`config.mk`:
```
export PLATFORM = sky130hd
export DESIGN_NAME = pnhs_ctrl
export DESIGN_NICKNAME = d
export VERILOG_FILES = /design/src/pnhs_pkg.sv /design/src/pnhs_ctrl.sv
export SDC_FILE = /design/constraint.sdc
export NUM_CORES = 1
export LEC_CHECK = 0
export ABC_AREA = 1
export BUFFER_PORTS_ARGS = -buffer_cell sky130_fd_sc_hd__buf_4
export CORE_ASPECT_RATIO = 1.1
export CORE_MARGIN = 8
export CORE_UTILIZATION = 25
export DETAILED_ROUTE_END_ITERATION = 12
export GPL_TIMING_DRIVEN = 1
export HOLD_SLACK_MARGIN = 0.08
export PLACE_DENSITY = 0.51
export SLEW_MARGIN = 20
export SYNTH_ARGS = -nofsm -noshare
export SYNTH_HDL_FRONTEND = slang
export SYNTH_SLANG_ARGS = --single-unit
```
`constraint.sdc`:
```
create_clock -name clk -period 1.55 [get_ports clk]
set_clock_uncertainty 0.05 [all_clocks]
set_input_delay 0.31 -clock clk [delete_from_list [all_inputs] [get_ports clk]]
set_output_delay 0.31 -clock clk [all_outputs]
set_load 0.01 [all_outputs]
```
`src/pnhs_pkg.sv`:
```
// shared constants, codes and controller/datapath types for the next-hop selector
package pnhs_pkg;

  localparam int NODES       = 16;
  localparam int NODE_BITS   = $clog2(NODES);
  localparam int WEIGHT_BITS = 32;
  localparam int RAND_BITS   = 16;
  localparam int SUM_BITS    = WEIGHT_BITS + NODE_BITS;
  localparam int PROD_BITS   = SUM_BITS + RAND_BITS;
  localparam int ADDR_BITS   = 3 * NODE_BITS;
  localparam int DEPTH       = NODES * NODES * NODES;
  localparam int SCAN_BITS   = NODE_BITS + 1;
  localparam int HOP_BITS    = NODE_BITS + 1;
  localparam int LEN_BITS    = 10;

  localparam logic [LEN_BITS-1:0] LOOP_LENGTH = 10'd999;

  typedef enum logic [1:0] {
    CMD_WRITE = 2'd0,
    CMD_DRAW  = 2'd1,
    CMD_PATH  = 2'd2,
    CMD_NONE  = 2'd3
  } cmd_t;

  typedef enum logic [1:0] {
    SCAN_SUM  = 2'd0,
    SCAN_SEL  = 2'd1,
    SCAN_BEST = 2'd2
  } scan_t;

  typedef enum logic [3:0] {
    ST_CLEAR  = 4'd0,
    ST_IDLE   = 4'd1,
    ST_SUM    = 4'd2,
    ST_SCALE  = 4'd3,
    ST_CHECK  = 4'd4,
    ST_SELECT = 4'd5,
    ST_PCHECK = 4'd6,
    ST_PSCAN  = 4'd7,
    ST_PADV   = 4'd8,
    ST_DONE   = 4'd9
  } state_t;

  typedef struct packed {
    logic                 capture;
    logic                 clear_we;
    logic [ADDR_BITS-1:0] clear_addr;
    logic                 scan_rd;
    scan_t                scan_kind;
    logic [NODE_BITS-1:0] scan_idx;
    logic                 scale;
    logic                 best_init;
    logic                 mark;
    logic                 set_loop;
    logic                 advance;
    logic                 out_load;
  } dp_ctrl_t;

  typedef struct packed {
    logic r_zero;
    logic at_target;
    logic seen;
  } dp_stat_t;

endpackage

```
`src/pnhs_ctrl.sv`:
```
// controller: clearing sweep, command sequencing and result handshake
module pnhs_ctrl (
  input  logic                 clk,
  input  logic                 rst,
  input  logic                 in_valid,
  output logic                 in_ready,
  input  logic [1:0]           command,
  output logic                 out_valid,
  input  logic                 out_ready,
  output pnhs_pkg::dp_ctrl_t   ctl,
  input  pnhs_pkg::dp_stat_t   stat
);

  localparam int NB = pnhs_pkg::NODE_BITS;
  localparam int AB = pnhs_pkg::ADDR_BITS;
  localparam int CB = pnhs_pkg::SCAN_BITS;

  pnhs_pkg::state_t state, state_next;
  logic [AB-1:0]    clr_cnt, clr_cnt_next;
  logic [CB-1:0]    scan_cnt, scan_cnt_next;
  logic             out_valid_next;
  logic             scan_end;

  assign scan_end = scan_cnt[NB];

  always_ff @(posedge clk) begin
    if (rst) begin
      state     <= pnhs_pkg::ST_CLEAR;
      clr_cnt   <= '0;
      scan_cnt  <= '0;
      out_valid <= 1'b0;
    end else begin
      state     <= state_next;
      clr_cnt   <= clr_cnt_next;
      scan_cnt  <= scan_cnt_next;
      out_valid <= out_valid_next;
    end
  end

  always_comb begin
    state_next     = state;
    clr_cnt_next   = clr_cnt;
    scan_cnt_next  = '0;
    out_valid_next = out_valid && !out_ready;
    in_ready       = 1'b0;

    ctl            = '0;
    ctl.clear_addr = clr_cnt;
    ctl.scan_idx   = scan_cnt[NB-1:0];
    ctl.scan_kind  = pnhs_pkg::SCAN_SUM;

    case (state)
      pnhs_pkg::ST_CLEAR: begin
        ctl.clear_we = 1'b1;
        clr_cnt_next = clr_cnt + 1'b1;
        if (clr_cnt == '1) begin
          state_next = pnhs_pkg::ST_IDLE;
        end
      end
      pnhs_pkg::ST_IDLE: begin
        in_ready = 1'b1;
        if (in_valid) begin
          ctl.capture = 1'b1;
          case (pnhs_pkg::cmd_t'(command))
            pnhs_pkg::CMD_DRAW: state_next = pnhs_pkg::ST_SUM;
            pnhs_pkg::CMD_PATH: state_next = pnhs_pkg::ST_PCHECK;
            default:            state_next = pnhs_pkg::ST_DONE;
          endcase
        end
      end
      pnhs_pkg::ST_SUM: begin
        ctl.scan_kind = pnhs_pkg::SCAN_SUM;
        ctl.scan_rd   = !scan_end;
        scan_cnt_next = scan_cnt + 1'b1;
        if (scan_end) begin
          state_next = pnhs_pkg::ST_SCALE;
        end
      end
      pnhs_pkg::ST_SCALE: begin
        ctl.scale  = 1'b1;
        state_next = pnhs_pkg::ST_CHECK;
      end
      pnhs_pkg::ST_CHECK: begin
        state_next = stat.r_zero ? pnhs_pkg::ST_DONE : pnhs_pkg::ST_SELECT;
      end
      pnhs_pkg::ST_SELECT: begin
        ctl.scan_kind = pnhs_pkg::SCAN_SEL;
        ctl.scan_rd   = !scan_end;
        scan_cnt_next = scan_cnt + 1'b1;
        if (scan_end) begin
          state_next = pnhs_pkg::ST_DONE;
        end
      end
      pnhs_pkg::ST_PCHECK: begin
        if (stat.at_target) begin
          state_next = pnhs_pkg::ST_DONE;
        end else if (stat.seen) begin
          ctl.set_loop = 1'b1;
          state_next   = pnhs_pkg::ST_DONE;
        end else begin
          ctl.mark      = 1'b1;
          ctl.best_init = 1'b1;
          state_next    = pnhs_pkg::ST_PSCAN;
        end
      end
      pnhs_pkg::ST_PSCAN: begin
        ctl.scan_kind = pnhs_pkg::SCAN_BEST;
        ctl.scan_rd   = !scan_end;
        scan_cnt_next = scan_cnt + 1'b1;
        if (scan_end) begin
          state_next = pnhs_pkg::ST_PADV;
        end
      end
      pnhs_pkg::ST_PADV: begin
        ctl.advance = 1'b1;
        state_next  = pnhs_pkg::ST_PCHECK;
      end
      pnhs_pkg::ST_DONE: begin
        if (!out_valid || out_ready) begin
          ctl.out_load   = 1'b1;
          out_valid_next = 1'b1;
          state_next     = pnhs_pkg::ST_IDLE;
        end
      end
      default: begin
        state_next = pnhs_pkg::ST_IDLE;
      end
    endcase
  end

endmodule

```
# Word level (Yosys, flattened, before mapping)
# Cells that the tools add are included.
[op_classes] muxes=26 n_reduce_logical=9 addsub=2 bitwise_logic=1 eq_ne=18
[ops] op="4-bit one-hot mux with 10 select lines" n=1
[ops] op="4-bit 2-to-1 mux" n=9
[ops] op="4-bit by 3-bit equality test with 1-bit output, second input constant" n=4
[ops] op="12-bit by 1-bit adder with 12-bit output, second input constant" n=1
[ops] op="12-bit equality test, second input constant" n=1
[ops] op="2-bit inequality test, second input constant" n=6
[ops] op="1-bit 2-to-1 mux" n=11
[ops] op="3-bit one-hot mux with 3 select lines" n=1
[ops] op="4-bit by 2-bit equality test with 1-bit output, second input constant" n=2
[ops] op="4-bit equality test, second input constant" n=2
[ops] op="4-bit one-hot mux with 2 select lines" n=1
[ops] op="3-bit 2-to-1 mux" n=2
[ops] op="6-bit AND reduction" n=1
[ops] op="5-bit by 1-bit adder with 5-bit output, second input constant" n=1
[ops] op="4-bit by 1-bit equality test with 1-bit output, second input constant" n=1
[ops] op="4-bit zero test" n=1
[ops] op="1-bit zero test" n=3
[ops] op="3-bit OR reduction" n=1
[ops] op="2-bit by 1-bit equality test with 1-bit output, second input constant" n=1
[ops] op="2-bit equality test, second input constant" n=1
[ops] op="2-bit 2-to-1 mux" n=1
[ops] op="2-bit OR reduction" n=1
[ops] op="1-bit logical AND" n=1
[ops] op="1-bit logical OR" n=1
[ops] op="1-bit NOT" n=1
[word_totals] out_inout_bits=29 word_cells=60 inputBits=9 reg_bits=22

# Longest topological paths before layout
[logic_depth] word_depth=4 depth_mapped=9 depth_no_buf=9

# Least setup slack after synthesis
# OpenSTA, ideal clock, no wires.
[synth_path] kind="register to register" start="reg clr_cnt[0]" end="reg clr_cnt[10]" setup_time_ns=0.113 path_stages_with_launch=9 arrival_ns=1.259 synth_period_minus_slack_ns=1.422 n_path_buf=0 required_time_ns=1.387 setup_slack_ns=0.128 path_cell_list="dfxtp_1 ha_1 nand3_1 nor2_1 nand2_2 nor2_4 nand3_2 nor2_1 nor2_1"
[synth_via] elab_chain_len=1
[synth_rtl] element="start: declaration" line_no="pnhs_ctrl.sv:19" rtl="logic [AB-1:0] clr_cnt, clr_cnt_next;"
[synth_rtl] element="start signal: assignment" line_no="pnhs_ctrl.sv:34" rtl="clr_cnt <= clr_cnt_next;"
[synth_rtl] element="12-bit by 1-bit adder with 12-bit output" line_no="pnhs_ctrl.sv:55" rtl="clr_cnt_next = clr_cnt + 1'b1;"
# No other way between the ends.
# A chain may end at the register's enable or synchronous reset.

==> flow_summary.yaml <==
run_status:
  status: "finished with violations"
  violations: "setup timing"
floorplanning:
  pin_count: 38
  fp.coreArea_um2: 5255
  start_util_pct: 25.43
  fp.dieW_um: 85.71
  die_h_um: 92.68
  rows: 28
  dieArea_um2: 7944
logic_synthesis:
  yosys_warnings: 0
  async_flop_share_pct: 0
  ys_ff_latch: 22
  synthCells: 205
  yosysTopAreaCellShare_pct: 32.96
  netlist-cell-type-count: 29
  ys.flop_type: "dfxtp_1"
  syn_avg_cell_area_um2: 6.518
  synth_seq_area_share_pct: 32.96
  synth_area_leaders: "dfxtp_1 (33%), nand2_1 (14%), nor2_1 (10%)"
  syn_area_um2: 1336
  synth_enable_flop_cells: 0
  syn-num-nets: 217
  yosys.area.top_type: "dfxtp_1"
grt:
  grt.total_usage_pct: 9.238
  grt_pass1_wl_mm: 6.058
  grt_max_degree: 12
  grt-ovfl-total: 0
  antenna_found_initial: 0
  grt_pass1_vias: 1375
timing:
  rsz0062_at_grt: "yes"
  max_freq_ghz: 0.6278
  setup_viol: 2
  maxSlewViolCount: 0
  tightest_slew_ps: 329.6
  maxSlewHeadroom_pct: 77.94
  timing.hold.ws_ps: 206.4
  finalCritPeriodShare_pct: 102.8
  final_hold_viol_count: 0
  min_period_ps: 1593
  worst_slack_ps: -42.79
pwr:
  leakage_nw: 0.8857
  seqPwrFrac_pct: 31.6
  total_power_mw: 2.440
  internal_power_mw: 1.412
  p_sw_mw: 1.028
  p_per_area_nw_per_um2: 1276
  pwr-share-comb_pct: 54.1
  peakVddDrop_mv: 0.5719
  switching_share_pct: 42.12
  power.clock.fraction_pct: 14.4
critical_path:
  cp.arrival_ps: 1230
  critPathMaxStageDelay_ps: 400
  crit_required_ps: 1190
  crit_fanout: 4
  crit_buf_inv: 2
  timing_worst_setup_path_type: "flip-flop to output pin"
  crit_family: "flip-flops"
  cp_slowest_cell: "dfxtp_4"
  r2r_slack_ps: 130
  start_kind: "flip-flop"
  cp_cell_sequence: "inv_4 > nor2_4 > nand2_4 > a21oi_2 > buf_4"
  end_kind: "output pin"
routing:
  drc: 0
  wirelength_mm: 3.614
  routed_via_density: 4.369
  first_pass_iters: 4
  drtIter0Drc: 54
  vias: 1372
  wl_per_cell_um: 11.51
  ant_nets: 0
clock_network:
  ctsRootBufferMaster: "clkbuf_8"
  cts_buffers: 3
  cts_max_level: 1
  cts.sinks: 22
  clock_path_buffers: 2
  clk_pin_slew_ps: 80
  worstSkewPairLatency_ps: 260
  cts_hold_buf: 0
  cts_tree: "yes"
placement:
  dp_hpwl_mm: 2.819
  routabilityCongestion: 0.8006
  portBuffers: 37
cells_and_area:
  final_cell_mix: "buf_4 (50), nand2_1 (45), nor2_1 (33)"
  diodes: 0
  layout-drive-gt1-share_pct: 35.43
  nNetsFinal: 268
  layout_commonest_cell: "buf_4"
  postLayoutCoreUtil_pct: 36.40
  syn_to_final_growth_pct: 43.16
job:
  maxCapViolCount: 0
min_path:
  min_path_type: "primary input to flip-flop"
-- synthesized netlist by cell type, types with 2 or more instances --
library cell and n:
inv_1 28, dfxtp_1 22, buf_4 5, ha_1 3, nor3_1 2, o21ai_0 6
a21oi_1 8, xor2_1 2, nor2_2 4, nand3_1 16, nand3b_1 2, nor2_1 37
nand2_1 49, nand4_1 3, nor2_4 4
-- final timing paths --
check              start          end  cells past startpoint
max             state[1]      ctl[12]                      5
min reg2reg  scan_cnt[0]  scan_cnt[0]                      1
max reg2reg     state[2]     state[2]                      9
min                  rst    out_valid                      2
-- per-stage QoR --
step                instances  setup TNS (ps)  cell area (um^2)  worst slack, ps
floorplan                 205               0              1336            128.2
global placement          301               0              1684            19.84
detailed placement        301               0              1684            18.61
finish                    314          -64.09              1913           -42.79
CTS                       308          -146.8              1802           -61.89
global route              314          -520.4              1913           -104.7
-- metal layers --
metal	vias to the layer above	GRT usage (%)	part of all wire, %
li1	738	-	-
met1	598	10.51	48
met2	31	15.92	45
met3	5	2.657	5.3
met4	0	3.509	1.3
met5	-	0	0
-- sequential cells by signal (all words and copies together), names as in the netlist --
| name | cells |
|---|---|
| clr_cnt | 12 |
| state | 4 |
| out_valid | 1 |
| scan_cnt | 5 |
-- area by class of cell --
cell class / count / area (um^2)
Tap cell: 60 / 75.07
Clock buffer: 3 / 41.29
Multi-Input combinational cell: 147 / 819.5
Sequential cell: 22 / 456.7
Timing Repair Buffer: 52 / 397.9
Inverter: 30 / 122.6
Fill cell: 600 / 3342
-- power by group through the flow --
stage / Combinational, mW / Sequential [mW] / Clock [mW]
2_1_floorplan: 0.707 / 0.738 / 0
3_3_place_gp: 1.05 / 0.734 / 0
3_5_place_dp: 1.04 / 0.735 / 0
4_1_cts: 1.15 / 0.751 / 0.374
5_1_grt: 1.47 / 0.782 / 0.399
6_report: 1.32 / 0.771 / 0.350
-- timing repair --
action,4_1_cts,5_1_grt
pin swaps,4,10
setup buffers,4,6
endpoints found under the setup margin,9,17
gates resized for setup,18,20
gates cloned,0,0
-- cell families after synthesis --
family	Yosys count	synth area share [%]
simple gates	124	43.54
buf+inv	36	11.80
flops	22	32.96
compound gates	17	6.930
xor+xnor	3	1.967
fa+ha+maj	3	2.809
(Power assumes the default switching activity.)
